==> src/hw/rtl/rtpfu_pkg.sv <==
// Shared types and constants of the H.264 RTP FU-A packetizer.
package rtpfu_pkg;

   localparam logic [7:0] RTP_VERSION_BYTE = 8'h80;
   localparam logic [4:0] FU_A_TYPE        = 5'd28;
   localparam logic [7:0] NRI_F_MASK       = 8'hE0;
   localparam logic [7:0] NAL_TYPE_MASK    = 8'h1F;
   localparam logic [7:0] FU_START_BIT     = 8'h80;
   localparam logic [7:0] FU_END_BIT       = 8'h40;
   localparam logic [15:0] FU_OVERHEAD     = 16'd14;

   localparam logic [15:0] RESET_THRESHOLD = 16'd1400;
   localparam logic [15:0] RESET_MAX_PKT   = 16'd1400;
   localparam logic [6:0]  RESET_PT        = 7'h60;

   // configuration register indexes
   localparam logic [1:0] CSR_FRAG_THRESHOLD = 2'd0;
   localparam logic [1:0] CSR_MAX_PACKET     = 2'd1;
   localparam logic [1:0] CSR_PAYLOAD_TYPE   = 2'd2;
   localparam logic [1:0] CSR_SSRC           = 2'd3;

   // byte positions inside one emitted run of the back end
   localparam logic [3:0] STEP_HDR_FIRST = 4'd0;
   localparam logic [3:0] STEP_PT        = 4'd1;
   localparam logic [3:0] STEP_SEQ_HI    = 4'd2;
   localparam logic [3:0] STEP_SEQ_LO    = 4'd3;
   localparam logic [3:0] STEP_TS_3      = 4'd4;
   localparam logic [3:0] STEP_TS_2      = 4'd5;
   localparam logic [3:0] STEP_TS_1      = 4'd6;
   localparam logic [3:0] STEP_TS_0      = 4'd7;
   localparam logic [3:0] STEP_SSRC_3    = 4'd8;
   localparam logic [3:0] STEP_SSRC_2    = 4'd9;
   localparam logic [3:0] STEP_SSRC_1    = 4'd10;
   localparam logic [3:0] STEP_SSRC_0    = 4'd11;
   localparam logic [3:0] STEP_FU_IND    = 4'd12;
   localparam logic [3:0] STEP_FU_HDR    = 4'd13;
   localparam logic [3:0] STEP_PAYLOAD   = 4'd14;

   typedef enum logic [1:0] {
      KIND_PLAIN  = 2'd0,  // payload byte only
      KIND_SINGLE = 2'd1,  // RTP header, then the byte
      KIND_FU     = 2'd2   // RTP header, FU indicator, FU header, then the byte
   } kind_type;

   typedef struct packed {
      kind_type    kind;
      logic [7:0]  data;
      logic        is_end;
      logic [15:0] seq;
      logic [31:0] ts;
      logic [7:0]  fu_ind;
      logic [7:0]  fu_hdr;
   } cmd_type;

   typedef struct packed {
      logic [15:0] fragment_threshold;
      logic [15:0] max_packet_bytes;
      logic [6:0]  payload_type;
      logic [31:0] ssrc_value;
   } csr_type;

endpackage

==> src/hw/rtl/rtpfu_if.sv <==
// Channel interfaces: NAL byte input and RTP byte output.
interface rtpfu_req_if;
   logic        valid;
   logic        ready;
   logic [7:0]  nal_byte;
   logic        first_of_nal;
   logic        last_of_nal;
   logic [15:0] nal_length;
   logic [31:0] time_stamp;

   modport source (output valid, nal_byte, first_of_nal, last_of_nal, nal_length,
                   time_stamp, input ready);
   modport sink   (input valid, nal_byte, first_of_nal, last_of_nal, nal_length,
                   time_stamp, output ready);
endinterface

interface rtpfu_rsp_if;
   logic       valid;
   logic       ready;
   logic [7:0] out_byte;
   logic       packet_end;

   modport source (output valid, out_byte, packet_end, input ready);
   modport sink   (input valid, out_byte, packet_end, output ready);
endinterface

==> src/hw/rtl/rtpfu_front.sv <==
// Front end: tracks NAL and fragment state and turns each byte to be sent into a command.
module rtpfu_front #(
   parameter int LENGTH_BITS = 16
) (
   input  logic                 clock,
   input  logic                 reset,
   rtpfu_req_if.sink            req_chan,
   input  rtpfu_pkg::csr_type   csr,
   input  logic                 q_full,
   output logic                 q_push,
   output rtpfu_pkg::cmd_type   q_cmd
);

   logic [15:0]            seq_ff, seq_in;
   logic                   fmode_ff, fmode_in;
   logic [7:0]             hdr_ff, hdr_in;
   logic [LENGTH_BITS-1:0] rem_ff, rem_in;
   logic [15:0]            bif_ff, bif_in;
   logic                   ffp_ff, ffp_in;
   logic [31:0]            ts_ff, ts_in;

   logic                   accept;
   logic [LENGTH_BITS-1:0] len_raw, len_fix, len_m1;
   logic [15:0]            pl, bif_inc, seq_next;
   logic                   nal_end, fmode_new;
   logic [7:0]             fu_hdr;

   assign accept   = req_chan.valid && req_chan.ready;
   assign req_chan.ready = !q_full;
   assign len_raw  = req_chan.nal_length[LENGTH_BITS-1:0];
   assign len_fix  = (len_raw == '0) ? LENGTH_BITS'(1) : len_raw;
   assign len_m1   = len_fix - LENGTH_BITS'(1);
   assign fmode_new = 16'(len_fix) >= csr.fragment_threshold;
   assign pl       = (csr.max_packet_bytes > rtpfu_pkg::FU_OVERHEAD) ?
                     (csr.max_packet_bytes - rtpfu_pkg::FU_OVERHEAD) : 16'd1;
   assign bif_inc  = bif_ff + 16'd1;
   assign seq_next = seq_ff + 16'd1;

   always_comb begin
      seq_in   = seq_ff;
      fmode_in = fmode_ff;
      hdr_in   = hdr_ff;
      rem_in   = rem_ff;
      bif_in   = bif_ff;
      ffp_in   = ffp_ff;
      ts_in    = ts_ff;
      q_push   = 1'b0;
      nal_end  = 1'b0;
      fu_hdr   = hdr_ff & rtpfu_pkg::NAL_TYPE_MASK;
      q_cmd.kind   = rtpfu_pkg::KIND_PLAIN;
      q_cmd.data   = req_chan.nal_byte;
      q_cmd.is_end = 1'b0;
      q_cmd.seq    = seq_next;
      q_cmd.ts     = ts_ff;
      q_cmd.fu_ind = (hdr_ff & rtpfu_pkg::NRI_F_MASK) | {3'b000, rtpfu_pkg::FU_A_TYPE};
      q_cmd.fu_hdr = fu_hdr;
      if (req_chan.first_of_nal) begin
         nal_end  = (len_m1 == '0) || req_chan.last_of_nal;
         fmode_in = fmode_new;
         hdr_in   = req_chan.nal_byte;
         ts_in    = req_chan.time_stamp;
         rem_in   = nal_end ? '0 : len_m1;
         bif_in   = 16'd0;
         ffp_in   = 1'b1;
         q_cmd.kind   = rtpfu_pkg::KIND_SINGLE;
         q_cmd.ts     = req_chan.time_stamp;
         q_cmd.is_end = nal_end;
         if (!fmode_new) begin
            q_push = accept;
            seq_in = seq_next;
         end
      end else if (rem_ff != '0) begin
         nal_end      = (rem_ff == LENGTH_BITS'(1)) || req_chan.last_of_nal;
         rem_in       = nal_end ? '0 : (rem_ff - LENGTH_BITS'(1));
         q_push       = accept;
         q_cmd.is_end = nal_end;
         if (fmode_ff) begin
            if (bif_ff == 16'd0) begin
               if (ffp_ff) fu_hdr = fu_hdr | rtpfu_pkg::FU_START_BIT;
               if (16'(rem_ff) <= pl) fu_hdr = fu_hdr | rtpfu_pkg::FU_END_BIT;
               q_cmd.kind   = rtpfu_pkg::KIND_FU;
               q_cmd.fu_hdr = fu_hdr;
               ffp_in = 1'b0;
               seq_in = seq_next;
            end
            if (bif_inc >= pl || nal_end) begin
               bif_in       = 16'd0;
               q_cmd.is_end = 1'b1;
            end else begin
               bif_in = bif_inc;
            end
         end
      end
   end

   always_ff @(posedge clock) begin
      if (reset) begin
         seq_ff   <= '0;
         fmode_ff <= 1'b0;
         hdr_ff   <= '0;
         rem_ff   <= '0;
         bif_ff   <= '0;
         ffp_ff   <= 1'b1;
         ts_ff    <= '0;
      end else if (accept) begin
         seq_ff   <= seq_in;
         fmode_ff <= fmode_in;
         hdr_ff   <= hdr_in;
         rem_ff   <= rem_in;
         bif_ff   <= bif_in;
         ffp_ff   <= ffp_in;
         ts_ff    <= ts_in;
      end
   end

endmodule

==> src/hw/rtl/rtpfu_queue.sv <==
// Small command queue between the front and back ends.
module rtpfu_queue (
   input  logic               clock,
   input  logic               reset,
   input  logic               push,
   input  rtpfu_pkg::cmd_type push_cmd,
   input  logic               pop,
   output rtpfu_pkg::cmd_type head_cmd,
   output logic               full,
   output logic               empty
);

   localparam int DEPTH = 4;
   localparam int PTR_BITS = $clog2(DEPTH);

   rtpfu_pkg::cmd_type     mem_ff [DEPTH];
   logic [PTR_BITS-1:0]    wr_ptr_ff, rd_ptr_ff;
   logic [PTR_BITS:0]      count_ff;

   assign full     = (count_ff == (PTR_BITS+1)'(DEPTH));
   assign empty    = (count_ff == '0);
   assign head_cmd = mem_ff[rd_ptr_ff];

   always_ff @(posedge clock) begin
      if (push) mem_ff[wr_ptr_ff] <= push_cmd;
   end

   always_ff @(posedge clock) begin
      if (reset) begin
         wr_ptr_ff <= '0;
         rd_ptr_ff <= '0;
         count_ff  <= '0;
      end else begin
         if (push) wr_ptr_ff <= wr_ptr_ff + PTR_BITS'(1);
         if (pop)  rd_ptr_ff <= rd_ptr_ff + PTR_BITS'(1);
         if (push && !pop) count_ff <= count_ff + (PTR_BITS+1)'(1);
         else if (pop && !push) count_ff <= count_ff - (PTR_BITS+1)'(1);
      end
   end

   a_count_bound: assert property (@(posedge clock) disable iff (reset)
      count_ff <= (PTR_BITS+1)'(DEPTH)) else $error("queue count overflow");
   a_no_push_full: assert property (@(posedge clock) disable iff (reset)
      push |-> !full) else $error("push into full queue");
   a_no_pop_empty: assert property (@(posedge clock) disable iff (reset)
      pop |-> !empty) else $error("pop from empty queue");

endmodule

==> src/hw/rtl/rtpfu_back.sv <==
// Back end: expands each command into the RTP header and FU bytes its kind asks for, then the payload byte.
module rtpfu_back (
   input  logic               clock,
   input  logic               reset,
   input  rtpfu_pkg::csr_type csr,
   input  rtpfu_pkg::cmd_type head_cmd,
   input  logic               empty,
   output logic               pop,
   rtpfu_rsp_if.source        rsp_chan
);

   logic       busy_ff;
   logic [3:0] step_ff;
   logic       rsp_valid_ff;
   logic [7:0] rsp_byte_ff;
   logic       rsp_end_ff;

   logic       load, emit;
   logic [3:0] step, step_next;
   logic [7:0] byte_out;
   logic       end_out;

   assign load = !rsp_valid_ff || rsp_chan.ready;
   assign emit = load && !empty;
   assign pop  = emit && (step == rtpfu_pkg::STEP_PAYLOAD);

   always_comb begin
      if (busy_ff) step = step_ff;
      else if (head_cmd.kind == rtpfu_pkg::KIND_PLAIN) step = rtpfu_pkg::STEP_PAYLOAD;
      else step = rtpfu_pkg::STEP_HDR_FIRST;
   end

   always_comb begin
      if (step == rtpfu_pkg::STEP_SSRC_0 && head_cmd.kind == rtpfu_pkg::KIND_SINGLE)
         step_next = rtpfu_pkg::STEP_PAYLOAD;
      else
         step_next = step + 4'd1;
   end

   always_comb begin
      end_out = 1'b0;
      unique case (step)
         rtpfu_pkg::STEP_HDR_FIRST: byte_out = rtpfu_pkg::RTP_VERSION_BYTE;
         rtpfu_pkg::STEP_PT:        byte_out = {1'b0, csr.payload_type};
         rtpfu_pkg::STEP_SEQ_HI:    byte_out = head_cmd.seq[15:8];
         rtpfu_pkg::STEP_SEQ_LO:    byte_out = head_cmd.seq[7:0];
         rtpfu_pkg::STEP_TS_3:      byte_out = head_cmd.ts[31:24];
         rtpfu_pkg::STEP_TS_2:      byte_out = head_cmd.ts[23:16];
         rtpfu_pkg::STEP_TS_1:      byte_out = head_cmd.ts[15:8];
         rtpfu_pkg::STEP_TS_0:      byte_out = head_cmd.ts[7:0];
         rtpfu_pkg::STEP_SSRC_3:    byte_out = csr.ssrc_value[31:24];
         rtpfu_pkg::STEP_SSRC_2:    byte_out = csr.ssrc_value[23:16];
         rtpfu_pkg::STEP_SSRC_1:    byte_out = csr.ssrc_value[15:8];
         rtpfu_pkg::STEP_SSRC_0:    byte_out = csr.ssrc_value[7:0];
         rtpfu_pkg::STEP_FU_IND:    byte_out = head_cmd.fu_ind;
         rtpfu_pkg::STEP_FU_HDR:    byte_out = head_cmd.fu_hdr;
         default: begin
            byte_out = head_cmd.data;
            end_out  = head_cmd.is_end;
         end
      endcase
   end

   always_ff @(posedge clock) begin
      if (reset) begin
         busy_ff      <= 1'b0;
         step_ff      <= rtpfu_pkg::STEP_HDR_FIRST;
         rsp_valid_ff <= 1'b0;
      end else begin
         if (load) rsp_valid_ff <= !empty;
         if (emit) begin
            busy_ff <= !pop;
            step_ff <= step_next;
         end
      end
   end

   always_ff @(posedge clock) begin
      if (emit) begin
         rsp_byte_ff <= byte_out;
         rsp_end_ff  <= end_out;
      end
   end

   assign rsp_chan.valid      = rsp_valid_ff;
   assign rsp_chan.out_byte   = rsp_byte_ff;
   assign rsp_chan.packet_end = rsp_end_ff;

   // a partly sent command must stay at the head of the queue
   a_busy_head: assert property (@(posedge clock) disable iff (reset)
      busy_ff |-> (!empty && step_ff != rtpfu_pkg::STEP_HDR_FIRST
                   && step_ff != 4'd15)) else $error("back end lost its command");

endmodule

==> src/hw/rtl/h264_rtp_fua_packetizer.sv <==
// Top level of the H.264 RTP packetizer (single NAL and FU-A modes).
//
//  channel   | dir | handshake       | payload
//  req_chan  | in  | valid / ready   | nal_byte, first_of_nal, last_of_nal, nal_length, time_stamp
//  rsp_chan  | out | valid / ready   | out_byte, packet_end
//  csr_*     | in  | write enable    | csr_index (2 bits), csr_write_data (32 bits)
//
// One RTP byte leaves per cycle while the output is ready; a byte that opens a packet is
// preceded by the RTP header, plus FU indicator and FU header in FU-A, from the back end serializer.
// A 4-entry command queue lets input bytes keep arriving while header bytes go out.
// Input ready drops only when the queue is full; output stalls hold the output register.
// Synchronous active-high reset; no clearing pass, the block takes bytes right after reset.
module h264_rtp_fua_packetizer #(
   parameter int LENGTH_BITS = 16
) (
   input  logic        clock,
   input  logic        reset,
   rtpfu_req_if.sink   req_chan,
   rtpfu_rsp_if.source rsp_chan,
   input  logic        csr_write_en,
   input  logic [1:0]  csr_index,
   input  logic [31:0] csr_write_data
);

   rtpfu_pkg::csr_type csr_ff;
   rtpfu_pkg::cmd_type push_cmd, head_cmd;
   logic               q_push, q_pop, q_full, q_empty;

   always_ff @(posedge clock) begin
      if (reset) begin
         csr_ff.fragment_threshold <= rtpfu_pkg::RESET_THRESHOLD;
         csr_ff.max_packet_bytes   <= rtpfu_pkg::RESET_MAX_PKT;
         csr_ff.payload_type       <= rtpfu_pkg::RESET_PT;
         csr_ff.ssrc_value         <= '0;
      end else if (csr_write_en) begin
         unique case (csr_index)
            rtpfu_pkg::CSR_FRAG_THRESHOLD: csr_ff.fragment_threshold <= csr_write_data[15:0];
            rtpfu_pkg::CSR_MAX_PACKET:     csr_ff.max_packet_bytes   <= csr_write_data[15:0];
            rtpfu_pkg::CSR_PAYLOAD_TYPE:   csr_ff.payload_type       <= csr_write_data[6:0];
            rtpfu_pkg::CSR_SSRC:           csr_ff.ssrc_value         <= csr_write_data;
            default: ;
         endcase
      end
   end

   rtpfu_front #(.LENGTH_BITS(LENGTH_BITS)) u_front (
      .clock    (clock),
      .reset    (reset),
      .req_chan (req_chan),
      .csr      (csr_ff),
      .q_full   (q_full),
      .q_push   (q_push),
      .q_cmd    (push_cmd)
   );

   rtpfu_queue u_queue (
      .clock    (clock),
      .reset    (reset),
      .push     (q_push),
      .push_cmd (push_cmd),
      .pop      (q_pop),
      .head_cmd (head_cmd),
      .full     (q_full),
      .empty    (q_empty)
   );

   rtpfu_back u_back (
      .clock    (clock),
      .reset    (reset),
      .csr      (csr_ff),
      .head_cmd (head_cmd),
      .empty    (q_empty),
      .pop      (q_pop),
      .rsp_chan (rsp_chan)
   );

endmodule

==> src/flat_wrapper.sv <==
// flat-port wrapper written by rule: the top's interface ports become plain ports
module h264_rtp_fua_packetizer_flat 
#(
   parameter int LENGTH_BITS = 16
)
  (clock, reset, csr_write_en, csr_index, csr_write_data, req_chan_valid, req_chan_nal_byte, req_chan_first_of_nal, req_chan_last_of_nal, req_chan_nal_length, req_chan_time_stamp, req_chan_ready, rsp_chan_valid, rsp_chan_out_byte, rsp_chan_packet_end, rsp_chan_ready);
  rtpfu_req_if req_chan_i ();
  rtpfu_rsp_if rsp_chan_i ();
  input  logic clock;
  input  logic reset;
  input  logic csr_write_en;
  input  logic [1:0] csr_index;
  input  logic [31:0] csr_write_data;
  input wire logic [$bits(req_chan_i.valid)-1:0] req_chan_valid;
  input wire logic [$bits(req_chan_i.nal_byte)-1:0] req_chan_nal_byte;
  input wire logic [$bits(req_chan_i.first_of_nal)-1:0] req_chan_first_of_nal;
  input wire logic [$bits(req_chan_i.last_of_nal)-1:0] req_chan_last_of_nal;
  input wire logic [$bits(req_chan_i.nal_length)-1:0] req_chan_nal_length;
  input wire logic [$bits(req_chan_i.time_stamp)-1:0] req_chan_time_stamp;
  output wire logic [$bits(req_chan_i.ready)-1:0] req_chan_ready;
  output wire logic [$bits(rsp_chan_i.valid)-1:0] rsp_chan_valid;
  output wire logic [$bits(rsp_chan_i.out_byte)-1:0] rsp_chan_out_byte;
  output wire logic [$bits(rsp_chan_i.packet_end)-1:0] rsp_chan_packet_end;
  input wire logic [$bits(rsp_chan_i.ready)-1:0] rsp_chan_ready;
  assign req_chan_i.valid = req_chan_valid;
  assign req_chan_i.nal_byte = req_chan_nal_byte;
  assign req_chan_i.first_of_nal = req_chan_first_of_nal;
  assign req_chan_i.last_of_nal = req_chan_last_of_nal;
  assign req_chan_i.nal_length = req_chan_nal_length;
  assign req_chan_i.time_stamp = req_chan_time_stamp;
  assign req_chan_ready = req_chan_i.ready;
  assign rsp_chan_valid = rsp_chan_i.valid;
  assign rsp_chan_out_byte = rsp_chan_i.out_byte;
  assign rsp_chan_packet_end = rsp_chan_i.packet_end;
  assign rsp_chan_i.ready = rsp_chan_ready;
  h264_rtp_fua_packetizer #(.LENGTH_BITS(LENGTH_BITS)) u_core (.clock(clock), .reset(reset), .req_chan(req_chan_i), .rsp_chan(rsp_chan_i), .csr_write_en(csr_write_en), .csr_index(csr_index), .csr_write_data(csr_write_data));
endmodule
==> config.mk <==
export PLATFORM = sky130hd
export DESIGN_NAME = h264_rtp_fua_packetizer_flat
export DESIGN_NICKNAME = d
export VERILOG_FILES = /design/src/hw/rtl/rtpfu_pkg.sv /design/src/hw/rtl/rtpfu_if.sv /design/src/hw/rtl/rtpfu_front.sv /design/src/hw/rtl/rtpfu_queue.sv /design/src/hw/rtl/rtpfu_back.sv /design/src/hw/rtl/h264_rtp_fua_packetizer.sv /design/src/flat_wrapper.sv
export SDC_FILE = /design/constraint.sdc
export NUM_CORES = 1
export LEC_CHECK = 0
export BUFFER_PORTS_ARGS = -buffer_cell sky130_fd_sc_hd__buf_2
export CORE_MARGIN = 1
export CORE_UTILIZATION = 35
export DETAILED_ROUTE_END_ITERATION = 16
export GPL_TIMING_DRIVEN = 0
export PLACE_DENSITY = 0.52
export SLEW_MARGIN = 40
export SYNTH_ARGS = -nofsm -noshare
export SYNTH_HDL_FRONTEND = slang
export SYNTH_SLANG_ARGS = --single-unit
==> constraint.sdc <==
create_clock -name clock -period 4.9 [get_ports clock]
set_input_delay 0.245 -clock clock [delete_from_list [all_inputs] [get_ports clock]]
set_output_delay 0.245 -clock clock [all_outputs]
set_load 0.02 [all_outputs]
==> key figures <==
Status
  – Outcome: completed

Power and ir drop
  – Leakage: 8.91 nW
  – Peak supply drop: 0.000271 V
  – P per Cell Area: 430 nW/um^2
  – Power, Total: 10.8 mW

Worst setup path
  – CP max FO: 10
  – CP required: 5.22 ns
  – Crit end category: flop
  – Crit Path Class: reg2reg
  – Type of origin of the critical path: flop
  – CP Data Arrival Time: 4.89 ns

Yosys
  – Async set-reset flop share out of synthesis: 0%
  – Syn Inst Count: 1,805
  – Most used flip-flop cell after synthesis: edfxtp_1
  – Synth top cells by count: 286 x nand2_1, 285 x edfxtp_1, 176 x dfxtp_1, 148 x a21oi_1, 97 x nor2_1
  – Syn avg cell area: 11.8 um^2
  – Yosys top cell area share: 40.3%
  – Most instantiated library cell after synthesis: nand2_1
  – Largest cells by area after synthesis: edfxtp_1 40%, dfxtp_1 17%, mux4_2 6.9%
  – Cell taking the most area after synthesis: edfxtp_1
  – Sequential fraction of the synthesis area: 56.9%
  – #FFs+latches synth: 461
  – Number of synthesized flops with an enable pin: 285
  – Post-Syn Area: 21,200 um^2
  – Yosys cell types: 80
  – Syn Nets: 1,968
  – Ys Warns: 0

Die
  – Num rows: 89
  – Die Span X: 248 um
  – IO Count: 108
  – Die footprint: 61,600 um^2
  – Starting Density: 35.7%
  – Core area: 59,500 um^2
  – Chip height: 248 um

Route
  – Average routed wire per standard cell: 22.4 um
  – Post-DR vias/cell: 5.39
  – Drc violations: 0
  – Via count: 15,300
  – Routed WL: 63.6 mm
  – Initial drt markers: 1,037
  – ANT nets after route: 0
  – Total iterations of the first detailed-routing run: 5

Clock tree
  – CTS Buffer Depth: 3
  – CTS tree: done
  – Post-CTS Setup Repair Bufs: 0
  – CTS buffer count: 50
  – H-tree depth: 2
  – # clock sinks: 461
  – Clk Latency, worst-skew pair: 0.61 ns
  – CTS root buf: clkbuf_16
  – Worst-path clk slew: 0.06 ns

STA
  – RSZ-0062 raised after global routing: no
  – Clk_skew: 0.0230 ns
  – Min Clock Period, post-route: 4.57 ns
  – Tcrit/Tclk final: 93.3%
  – Achievable Freq: 219 MHz
  – Slew Limit Fails: 0
  – Tightest Pin Transition: 0.847 ns
  – WHS: 0.0343 ns
  – Final hold violation count: 0
  – Finish-stage setup viols: 0
  – Rel. slew slack: 43.5%

GRT
  – Antenna violations before repair: 1
  – Largest net degree at the start of global routing: 34
  – Vias in the first global route: 15,300
  – Gr ovfl total: 0
  – Gr usage total: 20.8%
  – Global-route wire length before repair: 94.4 mm

Layout
  – Antenna cell count: 0
  – Final nets: 2,186
  – Layout cells sized above 1: 17.4%
  – Final Util: 42.1%
  – Area growth from synthesis to layout: 18.1%

Placement
  – Dpl hpwl: 45.2 mm
  – RePlAce Congestion: 0.889
  – I/O Buffers: 107

Flow run
  – Max cap viols: 0

Min path
  – HP Class: in2reg
[sequential cells by signal, summed over array words and instances (netlist names), named ones only]
name,cells
u_core.u_queue.wr_ptr_ff,2
u_core.u_queue.rd_ptr_ff,2
u_core.u_front.ts_ff,32
u_core.csr_ff,71
u_core.u_front.ffp_ff,1
u_core.u_queue.count_ff,3
u_core.u_back.rsp_chan.packet_end,1
u_core.u_front.seq_ff,16
u_core.u_back.rsp_chan.out_byte,8
u_core.u_front.hdr_ff,8
u_core.u_back.busy_ff,1
u_core.u_queue.mem_ff,276
u_core.u_back.step_ff,4
u_core.u_back.rsp_chan.valid,1
u_core.u_front.bif_ff,16
u_core.u_front.fmode_ff,1
u_core.u_front.rem_ff,16
[final timing paths]
path / endpoint / depth (start not counted) / slack, ns / startpoint
min reg2reg: u_core.u_front.ts_ff[4] / 2 / 0.45 / u_core.u_front.ts_ff[4]
max reg2reg: u_core.u_back.rsp_chan.out_byte[2] / 13 / 0.33 / flop
max: u_core.u_back.rsp_chan.out_byte[2] / 13 / 0.33 / flop
min: u_core.u_queue.mem_ff[0][68] / 1 / 0.03 / req_chan_first_of_nal
[worst max-delay path, cell delays in order, from the launching register on]
cell	delay, ns
dfxtp_1	0.31
buf_2	0.36
mux4_2	0.66
nor2_1	0.20
a21o_1	0.16
inv_1	0.07
ha_1	0.17
clkbuf_1	0.32
and4b_1	0.31
clkbuf_1	0.26
a221oi_1	0.42
nand3_1	0.22
a221oi_1	0.65
nand4b_1	0.18
[where the power goes]
| part | switching, mW | internal [mW] | leakage (nW) |
|---|---|---|---|
| sequential | 0.183 | 4.60 | 4.08 |
| combinational | 1.48 | 0.804 | 4.04 |
| clock | 1.58 | 2.11 | 0.787 |
| total | 3.25 | 7.52 | 8.91 |
[stage by stage]
| stage | std cells | area, um^2 | setup TNS [ns] | setup slack [ns] |
|---|---|---|---|---|
| after floorplan | 1805 | 21200 | 0 | 0.235 |
| after global placement | 2685 | 22700 | -633.26 | -2.33 |
| after detailed placement | 2693 | 22900 | -0.0559 | -0.0559 |
| after CTS | 2838 | 25000 | 0 | 0.195 |
| after global routing | 2838 | 25100 | 0 | 0.0140 |
| final | 2838 | 25100 | 0 | 0.327 |
[layout make-up]
cell class / count / area (um^2)
Fill cell: 5652 / 34400
Sequential cell: 461 / 12100
Inverter: 43 / 161
Clock buffer: 77 / 1450
Clock inverter: 17 / 166
Multi-Input combinational cell: 1186 / 8520
Buffer: 115 / 485
Timing Repair Buffer: 166 / 1220
Tap cell: 773 / 967
[routing by layer]
layer  wire length, um  global-route usage [%]
met2             29400                    33.4
met5                 0                       0
met3              3700                    3.92
met1             27900                    27.6
met4              2610                    8.81
[kinds of logic (layout without fill, tap and decap cells)]
family                   count (synthesis)  after routing  synth area share, %
AND/OR/NAND/NOR                        597            597                 13.4
multiplexers                           124            124                 10.0
buffers and inverters                  158            418                 3.02
AO/OA/AOI/OAI                          345            345                 10.5
flip-flops                             461            461                 56.9
adder cells (fa/ha/maj)                 66             66                 3.93
XOR/XNOR                                54             54                 2.23
[placed cells by master (no fill, tap or decap), types with 19 or more instances in the layout]
cell type,count
nand2_1,286
edfxtp_1,285
dfxtp_1,176
a21oi_1,148
buf_2,125
clkbuf_1,97
nor2_1,96
mux4_2,65
ha_1,65
clkbuf_16,51
dlygate4sd3_1,51
mux2_2,47
inv_1,43
o21ai_0,40
nand3_1,37
a22oi_1,35
xor2_1,27
xnor2_1,27
nor3_1,27
nand4_1,20
nor2b_1,19
[repair_timing]
item	4_1_cts	5_1_grt
setup endpoints to repair	0	1
hold buffers	51	0
hold endpoints to repair	148	0
resized for setup	0	1
(Power assumes the default switching activity.)
